$ cat src/hdl/tga_rle_pixel_decoder_assert.svh
// tga_rle_pixel_decoder_assert.svh
// assertion macros for the run-length image decoder; the using module
// must have clk_i and rst_ni in scope
`ifndef TGA_RLE_PIXEL_DECODER_ASSERT_SVH
`define TGA_RLE_PIXEL_DECODER_ASSERT_SVH

// same-cycle implication
`define TGARLE_ASSERT_IMP(lbl, ante, cons, msg) \
  lbl: assert property (@(posedge clk_i) disable iff (!rst_ni) (ante) |-> (cons)) \
    else $error(msg);

// next-cycle implication
`define TGARLE_ASSERT_NXT(lbl, ante, cons, msg) \
  lbl: assert property (@(posedge clk_i) disable iff (!rst_ni) (ante) |=> (cons)) \
    else $error(msg);

`endif

$ cat src/hdl/tgarle_pkg.sv
// tgarle_pkg.sv
// shared constants, codes and types of the run-length image decoder
// no dependencies
package tgarle_pkg;

  localparam int unsigned MAX_PIXELS = 1048576;
  localparam int unsigned PIX_W      = $clog2(MAX_PIXELS + 1);
  localparam int unsigned ADDR_W     = 22;
  localparam int unsigned HDR_CNT_W  = 5;
  localparam int unsigned AREA_W     = 32;

  localparam int unsigned IN_DATA_W  = 8;
  localparam int unsigned IN_USER_W  = 2;
  localparam int unsigned OUT_DATA_W = 64;
  localparam int unsigned OUT_USER_W = 1;

  localparam int unsigned FIFO_DEPTH = 4;
  localparam int unsigned FIFO_AW    = $clog2(FIFO_DEPTH);

  // header byte positions
  localparam logic [HDR_CNT_W-1:0] HB_ID_LEN    = 5'd0;
  localparam logic [HDR_CNT_W-1:0] HB_CMAP_TYPE = 5'd1;
  localparam logic [HDR_CNT_W-1:0] HB_IMG_TYPE  = 5'd2;
  localparam logic [HDR_CNT_W-1:0] HB_ORG_FIRST = 5'd8;
  localparam logic [HDR_CNT_W-1:0] HB_ORG_LAST  = 5'd11;
  localparam logic [HDR_CNT_W-1:0] HB_WIDTH_LO  = 5'd12;
  localparam logic [HDR_CNT_W-1:0] HB_WIDTH_HI  = 5'd13;
  localparam logic [HDR_CNT_W-1:0] HB_HEIGHT_LO = 5'd14;
  localparam logic [HDR_CNT_W-1:0] HB_HEIGHT_HI = 5'd15;
  localparam logic [HDR_CNT_W-1:0] HB_DEPTH     = 5'd16;
  localparam logic [HDR_CNT_W-1:0] HB_DESC      = 5'd17;

  localparam logic [7:0] IMG_TYPE_RLE   = 8'd10;
  localparam logic [7:0] DEPTH_24       = 8'd24;
  localparam logic [7:0] DEPTH_32       = 8'd32;
  localparam logic [7:0] RUN_LEN_MASK   = 8'h7f;
  localparam int unsigned DESC_BOTTOM_UP_BIT = 3;
  localparam int unsigned PKT_RUN_BIT        = 7;

  localparam logic KIND_PIXEL = 1'b0;
  localparam logic KIND_ERROR = 1'b1;

  typedef enum logic [2:0] {
    ERR_ID          = 3'd0,
    ERR_PALETTE     = 3'd1,
    ERR_IMG_TYPE    = 3'd2,
    ERR_ORIGIN      = 3'd3,
    ERR_DEPTH       = 3'd4,
    ERR_TOO_LARGE   = 3'd5,
    ERR_BYTE_IN_RUN = 3'd6
  } err_e;

  typedef enum logic [1:0] {
    CMD_BYTE  = 2'd0,
    CMD_START = 2'd1,
    CMD_TICK  = 2'd2
  } cmd_e;

  typedef enum logic [5:0] {
    ST_IDLE      = 6'b000001,
    ST_HEADER    = 6'b000010,
    ST_CTRL      = 6'b000100,
    ST_RAW       = 6'b001000,
    ST_RUN_COLOR = 6'b010000,
    ST_RUN_PEND  = 6'b100000
  } state_e;

  typedef struct packed {
    cmd_e       cmd;
    logic [7:0] data;
  } q_entry_t;

  // front to queue
  typedef struct packed {
    logic     push;
    q_entry_t entry;
  } q_push_t;

  // queue head to back end
  typedef struct packed {
    logic     valid;
    q_entry_t entry;
  } q_head_t;

endpackage

$ cat src/hdl/tgarle_front.sv
// tgarle_front.sv
// input side: takes stream items and sorts them into byte, start and tick commands
// depends on tgarle_pkg
module tgarle_front (
  input  logic                             s_axis_tvalid,
  output logic                             s_axis_tready,
  input  logic [tgarle_pkg::IN_DATA_W-1:0] s_axis_tdata,  // data_byte
  input  logic [tgarle_pkg::IN_USER_W-1:0] s_axis_tuser,  // [0] op, [1] start_req
  input  logic                             q_full_i,
  output tgarle_pkg::q_push_t              q_push_o
);
  import tgarle_pkg::*;

  logic op_tick;
  logic start_req;

  assign op_tick   = s_axis_tuser[0];
  assign start_req = s_axis_tuser[1];

  assign s_axis_tready = !q_full_i;

  always_comb begin
    q_push_o.push       = s_axis_tvalid && !q_full_i;
    q_push_o.entry.data = s_axis_tdata;
    // start_req means nothing on a tick
    if (op_tick) begin
      q_push_o.entry.cmd = CMD_TICK;
    end else if (start_req) begin
      q_push_o.entry.cmd = CMD_START;
    end else begin
      q_push_o.entry.cmd = CMD_BYTE;
    end
  end

endmodule

$ cat src/hdl/tgarle_fifo.sv
// tgarle_fifo.sv
// short command queue between the input side and the decode back end
// depends on tgarle_pkg
module tgarle_fifo (
  input  logic                clk_i,
  input  logic                rst_ni,
  input  tgarle_pkg::q_push_t q_push_i,
  input  logic                pop_i,
  output logic                full_o,
  output tgarle_pkg::q_head_t q_head_o
);
  import tgarle_pkg::*;

  q_entry_t             mem_q [FIFO_DEPTH];
  logic [FIFO_AW-1:0]   wptr_q, wptr_d;
  logic [FIFO_AW-1:0]   rptr_q, rptr_d;
  logic [FIFO_AW:0]     count_q, count_d;
  logic                 do_push;
  logic                 do_pop;

  assign full_o         = (count_q == (FIFO_AW+1)'(FIFO_DEPTH));
  assign q_head_o.valid = (count_q != '0);
  assign q_head_o.entry = mem_q[rptr_q];

  assign do_push = q_push_i.push && !full_o;
  assign do_pop  = pop_i && q_head_o.valid;

  always_comb begin
    wptr_d  = do_push ? wptr_q + FIFO_AW'(1) : wptr_q;
    rptr_d  = do_pop ? rptr_q + FIFO_AW'(1) : rptr_q;
    count_d = count_q;
    if (do_push && !do_pop) begin
      count_d = count_q + (FIFO_AW+1)'(1);
    end else if (do_pop && !do_push) begin
      count_d = count_q - (FIFO_AW+1)'(1);
    end
  end

  always_ff @(posedge clk_i or negedge rst_ni) begin
    if (!rst_ni) begin
      wptr_q  <= '0;
      rptr_q  <= '0;
      count_q <= '0;
    end else begin
      wptr_q  <= wptr_d;
      rptr_q  <= rptr_d;
      count_q <= count_d;
    end
  end

  always_ff @(posedge clk_i) begin
    if (do_push) begin
      mem_q[wptr_q] <= q_push_i.entry;
    end
  end

endmodule

$ cat src/hdl/tgarle_back.sv
// tgarle_back.sv
// decode back end: header checks, packet decode, pixel addressing, output register
// depends on tgarle_pkg and tga_rle_pixel_decoder_assert.svh
`include "tga_rle_pixel_decoder_assert.svh"

module tgarle_back (
  input  logic                              clk_i,
  input  logic                              rst_ni,
  input  tgarle_pkg::q_head_t               q_head_i,
  output logic                              pop_o,
  output logic                              m_axis_tvalid,
  input  logic                              m_axis_tready,
  output logic [tgarle_pkg::OUT_DATA_W-1:0] m_axis_tdata,  // address, red, green,
                                                           // blue, alpha, error_code
  output logic [tgarle_pkg::OUT_USER_W-1:0] m_axis_tuser,  // kind
  output logic                              m_axis_tlast   // last_pixel
);
  import tgarle_pkg::*;

  // decode state
  state_e                state_q, state_d;
  logic [HDR_CNT_W-1:0]  hdr_cnt_q, hdr_cnt_d;
  logic [15:0]           width_q, width_d;
  logic [15:0]           height_q, height_d;
  logic [AREA_W-1:0]     area_q, area_d;
  logic                  four_q, four_d;
  logic [7:0]            pkt_left_q, pkt_left_d;
  logic [1:0]            col_idx_q, col_idx_d;
  logic [7:0]            color_q [4];
  logic [ADDR_W-1:0]     waddr_q, waddr_d;
  logic [ADDR_W-1:0]     wrap_step_q, wrap_step_d;
  logic [15:0]           row_col_q, row_col_d;
  logic [PIX_W-1:0]      pix_left_q, pix_left_d;

  // output register
  logic                  out_valid_q, out_valid_d;
  logic                  out_kind_q;
  logic [ADDR_W-1:0]     out_addr_q;
  logic [7:0]            out_red_q, out_green_q, out_blue_q, out_alpha_q;
  logic                  out_last_q;
  logic [2:0]            out_err_q;

  // per-item result
  logic                  res_valid;
  logic                  res_kind;
  logic [ADDR_W-1:0]     res_addr;
  logic [7:0]            res_red, res_green, res_blue, res_alpha;
  logic                  res_last;
  logic [2:0]            res_err;

  state_e                state_eff;
  logic [HDR_CNT_W-1:0]  hdr_n;
  logic [7:0]            byte_in;
  logic                  col_we;
  logic                  emit;
  logic [7:0]            col [4];
  logic [AREA_W-1:0]     area_mul;
  logic [ADDR_W-1:0]     comps;
  logic [ADDR_W-1:0]     start_base;
  logic [ADDR_W-1:0]     row_bytes;
  logic                  bot_up;
  logic                  row_wrap;
  logic [PIX_W-1:0]      pix_next;
  logic [7:0]            pkt_next;
  logic [1:0]            last_idx;

  assign pop_o     = q_head_i.valid && (!out_valid_q || m_axis_tready);
  assign byte_in   = q_head_i.entry.data;
  assign state_eff = (q_head_i.entry.cmd == CMD_START) ? ST_HEADER : state_q;
  assign hdr_n     = (q_head_i.entry.cmd == CMD_START) ? '0 : hdr_cnt_q;

  assign comps    = four_q ? ADDR_W'(4) : ADDR_W'(3);
  assign last_idx = four_q ? 2'd3 : 2'd2;
  assign area_mul = {16'b0, width_q} * {16'b0, height_q};
  assign bot_up   = byte_in[DESC_BOTTOM_UP_BIT];
  assign start_base = area_q[ADDR_W-1:0] - ADDR_W'(width_q);
  assign row_bytes  = four_q ? ADDR_W'({width_q, 2'b00})
                             : ADDR_W'({width_q, 1'b0}) + ADDR_W'(width_q);
  assign row_wrap = ({1'b0, row_col_q} + 17'd1) == {1'b0, width_q};
  assign pix_next = (pix_left_q != '0) ? pix_left_q - PIX_W'(1) : '0;
  assign pkt_next = (pkt_left_q != '0) ? pkt_left_q - 8'd1 : '0;

  // colour bytes with the byte arriving now folded in
  always_comb begin
    for (int i = 0; i < 4; i++) begin
      col[i] = (col_we && (col_idx_q == 2'(i))) ? byte_in : color_q[i];
    end
  end

  always_comb begin
    state_d     = state_q;
    hdr_cnt_d   = hdr_cnt_q;
    width_d     = width_q;
    height_d    = height_q;
    area_d      = area_q;
    four_d      = four_q;
    pkt_left_d  = pkt_left_q;
    col_idx_d   = col_idx_q;
    waddr_d     = waddr_q;
    wrap_step_d = wrap_step_q;
    row_col_d   = row_col_q;
    pix_left_d  = pix_left_q;
    res_valid   = 1'b0;
    res_kind    = KIND_PIXEL;
    res_addr    = '0;
    res_red     = '0;
    res_green   = '0;
    res_blue    = '0;
    res_alpha   = '0;
    res_last    = 1'b0;
    res_err     = '0;
    col_we      = 1'b0;
    emit        = 1'b0;

    if (pop_o) begin
      if (q_head_i.entry.cmd == CMD_TICK) begin
        emit = (state_q == ST_RUN_PEND);
      end else begin
        case (state_eff)
          ST_HEADER: begin
            state_d   = ST_HEADER;
            hdr_cnt_d = hdr_n + HDR_CNT_W'(1);
            if (hdr_n == HB_ID_LEN && byte_in != 8'd0) begin
              res_valid = 1'b1;
              res_err   = ERR_ID;
            end else if (hdr_n == HB_CMAP_TYPE && byte_in != 8'd0) begin
              res_valid = 1'b1;
              res_err   = ERR_PALETTE;
            end else if (hdr_n == HB_IMG_TYPE && byte_in != IMG_TYPE_RLE) begin
              res_valid = 1'b1;
              res_err   = ERR_IMG_TYPE;
            end else if (hdr_n >= HB_ORG_FIRST && hdr_n <= HB_ORG_LAST &&
                         byte_in != 8'd0) begin
              res_valid = 1'b1;
              res_err   = ERR_ORIGIN;
            end else if (hdr_n == HB_WIDTH_LO) begin
              width_d = {8'd0, byte_in};
            end else if (hdr_n == HB_WIDTH_HI) begin
              width_d = {byte_in, width_q[7:0]};
            end else if (hdr_n == HB_HEIGHT_LO) begin
              height_d = {8'd0, byte_in};
            end else if (hdr_n == HB_HEIGHT_HI) begin
              height_d = {byte_in, height_q[7:0]};
            end else if (hdr_n == HB_DEPTH) begin
              area_d = area_mul;
              if (byte_in == DEPTH_24) begin
                four_d = 1'b0;
              end else if (byte_in == DEPTH_32) begin
                four_d = 1'b1;
              end
              if (byte_in != DEPTH_24 && byte_in != DEPTH_32) begin
                res_valid = 1'b1;
                res_err   = ERR_DEPTH;
              end else if (area_mul > AREA_W'(MAX_PIXELS)) begin
                res_valid = 1'b1;
                res_err   = ERR_TOO_LARGE;
              end
            end else if (hdr_n == HB_DESC) begin
              pix_left_d = area_q[PIX_W-1:0];
              row_col_d  = '0;
              pkt_left_d = '0;
              col_idx_d  = '0;
              // bottom-up images start on the last row
              if (bot_up && height_q != 16'd0) begin
                waddr_d = four_q ? {start_base[ADDR_W-3:0], 2'b00}
                                 : start_base + {start_base[ADDR_W-2:0], 1'b0};
              end else begin
                waddr_d = '0;
              end
              wrap_step_d = bot_up ? comps - {row_bytes[ADDR_W-2:0], 1'b0} : comps;
              state_d     = (area_q == '0) ? ST_IDLE : ST_CTRL;
            end
            if (res_valid) begin
              res_kind = KIND_ERROR;
              state_d  = ST_IDLE;
            end
          end
          ST_CTRL: begin
            pkt_left_d = (byte_in & RUN_LEN_MASK) + 8'd1;
            state_d    = byte_in[PKT_RUN_BIT] ? ST_RUN_COLOR : ST_RAW;
            col_idx_d  = '0;
          end
          ST_RAW, ST_RUN_COLOR: begin
            col_we = 1'b1;
            if (col_idx_q == last_idx) begin
              col_idx_d = '0;
              emit      = 1'b1;
            end else begin
              col_idx_d = col_idx_q + 2'd1;
            end
          end
          ST_RUN_PEND: begin
            // byte dropped, run goes on
            res_valid = 1'b1;
            res_kind  = KIND_ERROR;
            res_err   = ERR_BYTE_IN_RUN;
          end
          default: begin
          end
        endcase
      end
    end

    if (emit) begin
      res_valid  = 1'b1;
      res_kind   = KIND_PIXEL;
      res_addr   = waddr_q;
      res_red    = col[2];
      res_green  = col[1];
      res_blue   = col[0];
      res_alpha  = four_q ? col[3] : 8'd0;
      res_last   = (pix_next == '0);
      waddr_d    = waddr_q + (row_wrap ? wrap_step_q : comps);
      row_col_d  = row_wrap ? 16'd0 : row_col_q + 16'd1;
      pix_left_d = pix_next;
      pkt_left_d = pkt_next;
      if (pix_next == '0) begin
        state_d    = ST_IDLE;
        pkt_left_d = '0;
      end else if (pkt_next == '0) begin
        state_d = ST_CTRL;
      end else if (state_eff == ST_RUN_COLOR) begin
        state_d = ST_RUN_PEND;
      end
    end
  end

  always_comb begin
    out_valid_d = out_valid_q;
    if (pop_o) begin
      out_valid_d = res_valid;
    end else if (m_axis_tready) begin
      out_valid_d = 1'b0;
    end
  end

  always_ff @(posedge clk_i or negedge rst_ni) begin
    if (!rst_ni) begin
      state_q     <= ST_IDLE;
      hdr_cnt_q   <= '0;
      width_q     <= '0;
      height_q    <= '0;
      area_q      <= '0;
      four_q      <= 1'b0;
      pkt_left_q  <= '0;
      col_idx_q   <= '0;
      waddr_q     <= '0;
      wrap_step_q <= '0;
      row_col_q   <= '0;
      pix_left_q  <= '0;
      out_valid_q <= 1'b0;
    end else begin
      state_q     <= state_d;
      hdr_cnt_q   <= hdr_cnt_d;
      width_q     <= width_d;
      height_q    <= height_d;
      area_q      <= area_d;
      four_q      <= four_d;
      pkt_left_q  <= pkt_left_d;
      col_idx_q   <= col_idx_d;
      waddr_q     <= waddr_d;
      wrap_step_q <= wrap_step_d;
      row_col_q   <= row_col_d;
      pix_left_q  <= pix_left_d;
      out_valid_q <= out_valid_d;
    end
  end

  always_ff @(posedge clk_i) begin
    if (col_we) begin
      color_q[col_idx_q] <= byte_in;
    end
    if (pop_o && res_valid) begin
      out_kind_q  <= res_kind;
      out_addr_q  <= res_addr;
      out_red_q   <= res_red;
      out_green_q <= res_green;
      out_blue_q  <= res_blue;
      out_alpha_q <= res_alpha;
      out_last_q  <= res_last;
      out_err_q   <= res_err;
    end
  end

  assign m_axis_tvalid = out_valid_q;
  assign m_axis_tuser  = out_kind_q;
  assign m_axis_tlast  = out_last_q;
  assign m_axis_tdata  = {7'd0, out_err_q, out_alpha_q, out_blue_q, out_green_q,
                          out_red_q, out_addr_q};

  `TGARLE_ASSERT_IMP(a_pixels_left_live,
    (state_q == ST_CTRL || state_q == ST_RAW || state_q == ST_RUN_COLOR ||
     state_q == ST_RUN_PEND), pix_left_q != '0, "decoding with no pixels left")
  `TGARLE_ASSERT_IMP(a_row_col_in_range,
    (state_q == ST_CTRL || state_q == ST_RAW || state_q == ST_RUN_COLOR ||
     state_q == ST_RUN_PEND), row_col_q < width_q, "row column past image width")
  `TGARLE_ASSERT_IMP(a_packet_left_live,
    (state_q == ST_RAW || state_q == ST_RUN_COLOR || state_q == ST_RUN_PEND),
    pkt_left_q != '0, "packet state with empty packet count")
  `TGARLE_ASSERT_NXT(a_result_registered, (pop_o && res_valid), m_axis_tvalid,
    "result lost on its way to the output register")

endmodule

$ cat src/hdl/tga_rle_pixel_decoder.sv
// Run-length truecolor image decoder. Each input item is one file byte or one run tick;
// an item is taken every cycle while the four-entry command queue has room, and the
// back end retires one queued item per cycle whenever its output register is empty or
// being read, so the sustained rate is one item per clock. With the queue empty, an
// item is first written into the queue and its result is then registered in the
// output register. The header area check uses one 16x16 multiply on the depth byte;
// the start address of a bottom-up image is formed from that product with adds on
// the descriptor byte. Errors stop decoding until the next start byte, except a byte
// that arrives during a pending run, which is reported and dropped.
// depends on tgarle_pkg, tgarle_front, tgarle_fifo, tgarle_back
module tga_rle_pixel_decoder (
  input  logic                              clk_i,
  input  logic                              rst_ni,
  input  logic                              s_axis_tvalid,
  output logic                              s_axis_tready,
  input  logic [tgarle_pkg::IN_DATA_W-1:0]  s_axis_tdata,   // data_byte
  input  logic [tgarle_pkg::IN_USER_W-1:0]  s_axis_tuser,   // [0] op, [1] start_req
  output logic                              m_axis_tvalid,
  input  logic                              m_axis_tready,
  output logic [tgarle_pkg::OUT_DATA_W-1:0] m_axis_tdata,   // [21:0] address,
                                                            // [29:22] red,
                                                            // [37:30] green,
                                                            // [45:38] blue,
                                                            // [53:46] alpha,
                                                            // [56:54] error_code
  output logic [tgarle_pkg::OUT_USER_W-1:0] m_axis_tuser,   // [0] kind
  output logic                              m_axis_tlast    // last_pixel
);
  import tgarle_pkg::*;

  q_push_t q_push;
  q_head_t q_head;
  logic    q_full;
  logic    q_pop;

  tgarle_front u_front (
    .s_axis_tvalid (s_axis_tvalid),
    .s_axis_tready (s_axis_tready),
    .s_axis_tdata  (s_axis_tdata),
    .s_axis_tuser  (s_axis_tuser),
    .q_full_i      (q_full),
    .q_push_o      (q_push)
  );

  tgarle_fifo u_fifo (
    .clk_i    (clk_i),
    .rst_ni   (rst_ni),
    .q_push_i (q_push),
    .pop_i    (q_pop),
    .full_o   (q_full),
    .q_head_o (q_head)
  );

  tgarle_back u_back (
    .clk_i         (clk_i),
    .rst_ni        (rst_ni),
    .q_head_i      (q_head),
    .pop_o         (q_pop),
    .m_axis_tvalid (m_axis_tvalid),
    .m_axis_tready (m_axis_tready),
    .m_axis_tdata  (m_axis_tdata),
    .m_axis_tuser  (m_axis_tuser),
    .m_axis_tlast  (m_axis_tlast)
  );

endmodule
$ cat config.mk
export PLATFORM = sky130hd
export DESIGN_NAME = tga_rle_pixel_decoder
export DESIGN_NICKNAME = d
export VERILOG_FILES = /design/src/hdl/tgarle_pkg.sv /design/src/hdl/tgarle_front.sv /design/src/hdl/tgarle_fifo.sv /design/src/hdl/tgarle_back.sv /design/src/hdl/tga_rle_pixel_decoder.sv
export VERILOG_INCLUDE_DIRS = /design/src /design/src/hdl
export SDC_FILE = /design/constraint.sdc
export NUM_CORES = 1
export LEC_CHECK = 0
export BUFFER_PORTS_ARGS = -buffer_cell sky130_fd_sc_hd__buf_2
export CORE_UTILIZATION = 58
export DETAILED_ROUTE_END_ITERATION = 7
export PLACE_DENSITY = 0.79
export SLEW_MARGIN = 20
export SYNTH_ARGS = -nofsm -noshare
export SYNTH_HDL_FRONTEND = slang
export SYNTH_SLANG_ARGS = --single-unit
$ cat constraint.sdc
create_clock -name clk_i -period 9.2 [get_ports clk_i]
set_clock_uncertainty 0.1 [all_clocks]
set_input_delay 0.46 -clock clk_i [delete_from_list [all_inputs] [get_ports clk_i]]
set_output_delay 0.46 -clock clk_i [all_outputs]
set_load 0.05 [all_outputs]
## After elaboration in Yosys (flattened, before gate mapping)

Memory sizes are Yosys's and may differ from the RTL's. A register that Yosys moved wholly into a read port is not among the register bits.
Cells that the tools add are included.

- Add/sub/neg operators: 16
- Multiply operators: 1
- Div/mod/pow operators: 0
- Order comparisons: 3
- Equality and inequality tests: 54
- Shift operators: 0
- Muxes and demuxes: 156
- Bitwise operators: 11
- Reduce and logical (&&, ||, !) cells: 57

Operators by type and width:

| operator | number |
|---|---|
| $mux 22 | 18 |
| $mux 21 | 16 |
| $mux 16 | 19 |
| $mux 8 | 15 |
| $mux 6 | 18 |
| $reduce_and 13->1 | 5 |
| $mux 3 | 15 |
| $add 22x22->22 | 2 |
| $mux 1 | 35 |
| $gt 32x21->1 const B | 1 |
| $logic_not 32->1 | 1 |
| $mul 16x16->32 | 1 |
| $ne 3x2->1 const B | 9 |
| $mux 2 | 12 |
| $ne 2x1->1 const B | 11 |
| $sub 22x16->22 | 1 |
| $sub 22x22->22 | 1 |
| $logic_not 21->1 | 1 |
| $reduce_bool 21->1 | 1 |
| $sub 21x1->21 const B | 1 |
| $eq 5x4->1 const B | 4 |
| $reduce_and 10->1 | 2 |
| $add 17x16->18 | 1 |
| $ne 2x2->1 const B | 9 |
| other kinds (51) | 99 |

- Register bits after elaboration: 202
- Bits in latches: 0
- Memory bits (writable): 72
- Bits in read-only memories: 0
- Output and inout bits: 68
- Memories: 2

Memory list:

| name | depth | bits a word | read ports | clocked after Yosys merged registers in | wr ports | RTL line | RTL |
|---|---|---|---|---|---|---|---|
| u_fifo.mem_q | 4 | 10 | 1 | 0 | 1 | tgarle_fifo.sv:14 | `q_entry_t mem_q [FIFO_DEPTH];` |
| u_back.color_q | 4 | 8 | 4 | 4 | 1 | tgarle_back.sv:29 | `logic [7:0] color_q [4];` |

## Longest topological paths before layout

Gate-level depths: netlist of the first run.

- Depth after elaboration: 24
- Mapped depth: 27
- Mapped depth without buffers: 25

## Hierarchy

From an unflattened synthesis of the first run, not the netlist that was laid out.

- Cells, all modules: 2962
- Area total of the unflattened synthesis: 27397.5 sq um

By module, submodules not included:

| module | instances | cells an instance | area each (sq um) |
|---|---|---|---|
| tgarle_back | 1 | 2863 | 25426.9 |
| tgarle_fifo | 1 | 87 | 1879.3 |
| tgarle_front | 1 | 12 | 91.3 |

## Worst setup path after synthesis of the first run

No wires, ideal clock.

- Kind: register to register
- From: register u_back.width_q[7]
- To: register u_back.out_last_q (netlist: u_back.m_axis_tlast), enable pin
- Arrival time: 8306 ps
- Required time: 8295 ps
- Slack: -11 ps
- Stages on the path, launching flop included: 28
- Buffers on the path: 3
- Path through: dfrtp_1 > clkbuf_1 > clkbuf_1 > nand2_1 > fa_1 > inv_1 > fa_1 > inv_1 > fa_1 > inv_1 > fa_1 > fa_1 > inv_1 > fa_1 > inv_1 > ha_1 > buf_2 > a21o_1 > a31oi_1 > nand3_1 > o21a_1 > a221o_1 > xor2_1 > or3_1 > a2111oi_4 > nand4_1 > o21ai_2 > nand3_1

- Word-level cells in the longest chain between the ends: 21

Ends and longest elaborated chain:

| item | RTL line | RTL |
|---|---|---|
| start: declaration | tgarle_back.sv:23 | `logic [15:0] width_q, width_d;` |
| start signal: assignment | tgarle_back.sv:255 | `width_q <= width_d;` |
| $mul 16x16->32 | tgarle_back.sv:74 | `assign area_mul = {16'b0, width_q} * {16'b0, height_q};` |
| $gt 32x21->1 | tgarle_back.sv:154 | `end else if (area_mul > AREA_W'(MAX_PIXELS)) begin` |
| $mux 1 | tgarle_back.sv:154 |  |
| $mux 1 | tgarle_back.sv:151 | `if (byte_in != DEPTH_24 && byte_in != DEPTH_32) begin` |
| $mux 1 | tgarle_back.sv:144 | `end else if (hdr_n == HB_DEPTH) begin` |
| $mux 1 | tgarle_back.sv:142 | `end else if (hdr_n == HB_HEIGHT_HI) begin` |
| $mux 1 | tgarle_back.sv:140 | `end else if (hdr_n == HB_HEIGHT_LO) begin` |
| $mux 1 | tgarle_back.sv:138 | `end else if (hdr_n == HB_WIDTH_HI) begin` |
| [5 not listed] | -- |  |
| $mux 1 | tgarle_back.sv:119 | `case (state_eff)` |
| $mux 1 | tgarle_back.sv:116 | `if (q_head_i.entry.cmd == CMD_TICK) begin` |
| $mux 1 | tgarle_back.sv:115 | `if (pop_o) begin` |
| $pmux 1 s2 | tgarle_back.sv:119 |  |
| $mux 1 | tgarle_back.sv:116 |  |
| $mux 1 | tgarle_back.sv:115 |  |
| $mux 1 | tgarle_back.sv:204 | `if (emit) begin` |
| $logic_and 1x1->1 | tgarle_back.sv:273 | `if (pop_o && res_valid) begin` |
| end signal: assignment | tgarle_back.sv:280 | `out_last_q <= res_last;` |
| end: declaration | tgarle_back.sv:40 | `logic out_last_q;` |

Every way passes these cells. The select of a mux whose other input is x is not followed.
A chain may end at the register's enable or synchronous reset.

## Worst setup path in the final report of the first run

- From: register u_back.height_q[1]
- To: register u_back.out_addr_q[0], enable pin

- Word-level cells in the longest chain between the ends: 21

Ends and longest elaborated chain:

| item | RTL line | RTL |
|---|---|---|
| start: declaration | tgarle_back.sv:24 | `logic [15:0] height_q, height_d;` |
| start signal: assignment | tgarle_back.sv:256 | `height_q <= height_d;` |
| $mul 16x16->32 | tgarle_back.sv:74 |  |
| $gt 32x21->1 | tgarle_back.sv:154 |  |
| $mux 1 | tgarle_back.sv:154 |  |
| $mux 1 | tgarle_back.sv:151 |  |
| $mux 1 | tgarle_back.sv:144 |  |
| $mux 1 | tgarle_back.sv:142 |  |
| $mux 1 | tgarle_back.sv:140 |  |
| $mux 1 | tgarle_back.sv:138 |  |
| [5 not listed] | -- |  |
| $mux 1 | tgarle_back.sv:119 |  |
| $mux 1 | tgarle_back.sv:116 |  |
| $mux 1 | tgarle_back.sv:115 |  |
| $pmux 1 s2 | tgarle_back.sv:119 |  |
| $mux 1 | tgarle_back.sv:116 |  |
| $mux 1 | tgarle_back.sv:115 |  |
| $mux 1 | tgarle_back.sv:204 |  |
| $logic_and 1x1->1 | tgarle_back.sv:273 |  |
| end signal: assignment | tgarle_back.sv:275 | `out_addr_q <= res_addr;` |
| end: declaration | tgarle_back.sv:38 | `logic [ADDR_W-1:0] out_addr_q;` |

Every way passes these cells. The select of a mux whose other input is x is not followed.

==> impl_metrics.ini, run 1 <==
[run_status]
status = finished clean

[synth]
yosysUniqueCellTypes = 113
synth_flop_cell = dfrtp_1
synth_area_leaders = dfrtp_1 (16%), fa_1 (15%), edfxtp_1 (15%)
avgSynthCellArea_um2 = 9.49
async_reset_ff_frac = 0.572
synth_most_common_cell = nand2_1
synth_edf_count = 131
syn_area_mm2 = 0.0271
synthTopCellsByCount = nand2_1 (377), inv_1 (297), fa_1 (199)
synth.yosys.warnings = 0
yosysSeqAreaShare = 0.307
syn-instance-count = 2858
netlist.top_cell.by_area = dfrtp_1
synth_seq_cells = 306
synth_top_area_frac = 0.161

[cells_and_area]
areaGrowthSynthToFinish_pct = 6.97
drive_gt1_frac = 0.0868
final-seq-area_mm2 = 0.00832
fillCellCount = 3622
multiInputGateArea_mm2 = 0.0171
layout.nets = 3279

[floorplan]
io_pins = 82
dieArea_mm2 = 0.0476
fp.dieH_um = 218
coreArea_mm2 = 0.0458
rows = 78
start_util = 0.593
die_w_um = 218

[global_routing]
antenna_found_initial = 0
grt_first_pass_wirelength_mm = 113
grt_pass1_vias = 21509
grt_max_degree = 69
grt_remaining_overflow = 0
grtUsageTotal = 0.299

[clock_tree]
cts_buffers = 31
clk_pin_slew_worst_paths_ps = 60
cts_buffer_depth = 3
htreeDepth = 1
cts-root-buf = clkbuf_16
cts.sinks = 306
cts_repair_resize_count = 0
clk-insertion-delay-late_ps = 590
cts_tree = built

[power]
ir_drop_v = 0.000463
power_density_mw_per_mm2 = 363
swShare = 0.500
pwr-share-clk = 0.125
intPower_mw = 5.27
p_leak_nw = 13.8
seq_power_share = 0.190
p_switching_mw = 5.27
fin_total_pwr_mw = 10.5
pwr-share-comb = 0.685

[sta]
period_share = 0.912
worst_slew_pin_slew_ps = 1020
rsz0062_at_grt = false
setup_viol = 0
report.final.slew_viol_count = 0
hold_violations = 0
max_freq_mhz = 119
finalWorstSetupSlack_ps = 812
setup_tns_ps = 0
slew_headroom = 0.317
min_period_ps = 8390

[drt]
vias = 21294
dr.max_layer_used = met4
wl_per_cell_um = 19.9
ant_nets = 0
drc = 0
firstDrtPassIters = 6
wl_met2_mm = 34.1
viasPerCell = 6.09
drt-met1-wl_mm = 28.0
drt_iter0_drc = 1835
wl_met3_mm = 4.78
wl_mm = 69.6

[critical_path]
crit_start = u_back.height_q[1]
end_kind = flop
r2r-end = u_back.out_addr_q[0]
cp_slowest_cell = dfrtp_1
critPathArrivalTime_ps = 8540
timing.rr.start = u_back.height_q[1]
cp_common_cell = fa_1
crit_type = reg -> reg
worstPathMaxFanout = 59
start_kind = flop
max_stage_delay_ps = 850
reg2reg_slack_ps = 810
crit_path_end = u_back.out_addr_q[0]
path_cells = nand2_1, fa_1, fa_1, inv_1, fa_1, fa_1, fa_1, inv_1, fa_1, inv_1, ha_1, o21ai_1, a21o_1, o21ai_0, o2111ai_2, a2111oi_4, mux2_1, a2111oi_2, a2111oi_4, nand4_1, o21ai_2, nand3_2, buf_12
reg2reg_depth = 23
crit_required_ps = 9350

[place]
place.gp.congestion = 0.971
pre_cts_ws_ps = 838
dpl.hpwl_mm = 52.4
io_buffers = 74

[run]
cap_violations = 0

[worst_hold_path]
holdCritPathClass = in -> reg
==> cells in the final DEF (no fill, tap or decap), types with 81 or more instances in the layout <==
cell / n
nor2_1: 131
fa_1: 199
xnor2_1: 81
dfrtp_1: 173
nand2_1: 377
a21oi_1: 118
o21ai_0: 131
inv_1: 297
and2_1: 152
edfxtp_1: 131
ha_1: 198
==> state kept, by name, indices dropped and copies added, names as in the netlist, 16 cells and up <==
name                flops
u_back.area_q          32
u_back.color_q         32
u_back.height_q        16
u_back.out_addr_q      22
u_back.pix_left_q      21
u_back.row_col_q       16
u_back.waddr_q         22
u_back.width_q         16
u_back.wrap_step_q     22
u_fifo.mem_q           40
==> what timing repair did <==
item	in CTS	in global routing
setup buffers	0	0
endpoints found under the hold margin	98	0
hold buffers	9	0
==> how the worst min path moves through the flow <==
stage	start	to	slack, ps	cells past startpoint
floorplan	rst_ni	u_back.area_q[0]	60	0
global placement	u_back.wrap_step_q[19]	u_back.wrap_step_q[19]	360	1
detailed placement	u_back.wrap_step_q[1]	u_back.wrap_step_q[1]	370	1
CTS	s_axis_tuser[0]	u_fifo.mem_q[3][9]	20	1
global route	s_axis_tuser[0]	u_fifo.mem_q[3][9]	20	1
finish	s_axis_tuser[0]	u_fifo.mem_q[3][9]	30	1
==> critical path: cells and delay by family (launching register included) <==
| family | cells | cell delay, ps |
|---|---|---|
| and+or+nand+nor | 3 | 640 |
| muxes | 1 | 360 |
| AOI/OAI and AO/OA | 8 | 2070 |
| adders and majority gates | 7 | 3560 |
| buffers and inverters | 4 | 410 |
| DFF | 1 | 850 |
==> through the flow <==
| stage | util | cells | area [um2] | hold slack, ps |
|---|---|---|---|---|
| floorplan | - | 2864 | 27100 | 64.4 |
| global placement | 0.609 | 3426 | 27900 | 358 |
| detailed placement | 0.609 | 3426 | 27900 | 365 |
| CTS | 0.634 | 3492 | 29000 | 16.0 |
| global route | 0.634 | 3492 | 29000 | 21.3 |
| finish | 0.634 | 3494 | 29000 | 26.1 |
==> routing by layer <==
metal | GRT usage | vias up
li1 | - | 9788
met1 | 0.386 | 10525
met2 | 0.505 | 847
met3 | 0.0416 | 134
met4 | 0.125 | 0
met5 | 0 | -
==> cell families (layout without fill, tap and decap cells) <==
group                      count (synthesis)  in the layout  synth area share
AOI/OAI and AO/OA                        536            536             0.134
buffers and inverters                    444            472            0.0660
xor gates and xnor gates                 140            140            0.0462
and+or+nand+nor                          976            976             0.182
DFF                                      306            306             0.307
adders and majority gates                398            398             0.239
muxes                                     57             57            0.0273
other                                      1              9          0.000138
==> power groups by stage <==
stage,sequential [mW],combinational [mW],clock [mW]
floorplan,2.27,5.23,0
global placement,2.01,6.79,0
detailed placement,2.03,7.08,0
CTS,2.00,7.11,1.33
global route,2.04,7.89,1.38
finish,2.01,7.22,1.31
==> layout make-up <==
type,instances,area share
multi-input cells,2114,0.588
flip-flops and latches,306,0.287
inverters,301,0.0389
clock buffers,43,0.0293
well taps,600,0.0259
repair buffers,114,0.0245
clock inverters,14,0.00660
diodes,2,0.000173
Note: power is estimated with default switching activity, not from simulation.
==> run 2, diff against run 1 <==
Settings changed: CORE_ASPECT_RATIO from default to 2.
==> run 2 against run 1 <==
- sequential cell count did not move
- via count up 0.99%
- die area increased by 0.11%
- routed wire length increased by 8.8%
- register-to-register slack better by 20 ps
==> impl_metrics.ini, run 2 (synthesis gave the netlist of run 1 again) <==
[power]
intPower_mw = 5.22
swShare = 0.504
ir_drop_v = 0.000367
pwr-share-clk = 0.119
seq_power_share = 0.191
power_density_mw_per_mm2 = 362
p_leak_nw = 13.8
pwr-share-comb = 0.690
p_switching_mw = 5.30

[drt]
drc = 0
viasPerCell = 6.11
ant_nets = 0
firstDrtPassIters = 5
wl_mm = 75.8
drt_iter0_drc = 1242
vias = 21505
wl_per_cell_um = 21.5

[floorplan]
coreArea_mm2 = 0.0460
dieArea_mm2 = 0.0477
fp.dieH_um = 308
rows = 111
start_util = 0.590
io_pins = 82
die_w_um = 155

[critical_path]
cp_slowest_cell = dfrtp_1
start_kind = flop
crit_required_ps = 9450
crit_type = reg -> reg
critical_path_buf_inv_count = 5
worstPathMaxFanout = 26
max_stage_delay_ps = 710
end_kind = flop
path_cells = buf_4, nand2_1, fa_1, fa_1, fa_1, inv_1, fa_1, fa_1, inv_1, fa_1, inv_1, ha_1, a21o_1, a31oi_1, nand3_1, o21a_1, a221o_1, xor2_1, or3_1, a2111oi_4, nand4_1, o21ai_2, nand3_2, buf_12
critPathArrivalTime_ps = 8610
cp_common_cell = fa_1
cp_top_family = adder cells

[cells_and_area]
largest_reg_flops = 40
top_register = u_fifo.mem_q
layout.nets = 3290
diodes = 0
design_area_mm2 = 0.0291
drive_gt1_frac = 0.0913
areaGrowthSynthToFinish_pct = 7.20
reg_top3 = u_fifo.mem_q x40, u_back.area_q x32, u_back.color_q x32
final_cell_mix = nand2_1 (377), inv_1 (297), fa_1 (199)
layout_commonest_cell = nand2_1
final_util = 0.632

[place]
place.gp.congestion = 0.971
io_buffers = 74
dpl.hpwl_mm = 58.8
placed_cell_area_mm2 = 0.0280

[clock_tree]
clk-insertion-delay-late_ps = 610
clk_pin_slew_worst_paths_ps = 70
cts_setup_buffers = 0
htreeDepth = 1
cts-root-buf = clkbuf_16
cts_tree = built
cts_buffer_depth = 3
cts_buffers = 29
cts_repair_resize_count = 0
cts.sinks = 306

[global_routing]
grtUsageTotal = 0.326
grt_remaining_overflow = 0
grt_pass1_vias = 22865
grt_max_degree = 74
grt_first_pass_wirelength_mm = 119
antenna_found_initial = 0

[sta]
period_share = 0.909
rsz0062_at_grt = false
min_period_ps = 8370
slew_headroom = 0.266
worst_slew_pin_slew_ps = 1090
setup_viol = 0
setup_tns_ps = 0
max_freq_mhz = 120
hold_violations = 0
report.final.slew_viol_count = 0

[worst_hold_path]
holdCritPathClass = in -> reg

[run]
cap_violations = 0

[run_status]
status = finished clean
## run 2: worst paths after layout
path / depth (start not counted) / to / startpoint / slack (ps)
setup / recovery: 24 / u_back.out_addr_q[17] / u_back.width_q[11] / 830
hold / removal: 1 / u_fifo.mem_q[3][9] / s_axis_tuser[0] / 20
setup reg to reg: 24 / u_back.out_addr_q[17] / u_back.width_q[11] / 830
hold reg to reg: 1 / u_back.wrap_step_q[19] / u_back.wrap_step_q[19] / 370
max in group asynchronous: 4 / u_back.four_q / rst_ni / 6530
min in group asynchronous: 2 / u_back.row_col_q[1] / rst_ni / 260
## run 2: metrics by stage
| stage | cells | worst slack, ps | hold slack [ps] | power, mW |
|---|---|---|---|---|
| 4_1_cts | 3522 | 890 | 3.77 | 10.4 |
| 5_1_grt | 3522 | 564 | 7.51 | 11.3 |
| 6_report | 3522 | 833 | 18.4 | 10.5 |
| 2_1_floorplan | 2864 | 724 | 64.4 | 7.50 |
| 3_3_place_gp | 3462 | 1030 | 325 | 8.96 |
| 3_5_place_dp | 3462 | 896 | 322 | 9.18 |
## run 2: what timing repair did
item | CTS | global route
endpoints found under the hold margin | 71 | 0
endpoints found under the setup margin | 0 | 0
hold buffers | 7 | 0
## run 2: layout make-up
class / count / area (um2)
Multi-Input combinational cell: 2114 / 17100
Fill cell: 3760 / 16900
Sequential cell: 306 / 8320
Inverter: 301 / 1130
Timing Repair Buffer: 127 / 817
Tap cell: 621 / 777
Clock buffer: 34 / 764
Clock inverter: 19 / 211
## run 2: routing by layer
metal / wire, um / global-route usage
met1: 24800 / 0.312
met2: 39700 / 0.602
met3: 3140 / 0.0324
met4: 8050 / 0.303
met5: 0 / 0
## run 2: power by group through the flow
stage	Clock (mW)	Combinational (mW)	Sequential [mW]
final	1.26	7.26	2.01
after global routing	1.31	8.01	2.03
after CTS	1.27	7.18	2.00
after detailed placement	0	7.16	2.02
after global placement	0	6.95	2.01
after floorplan	0	5.23	2.27
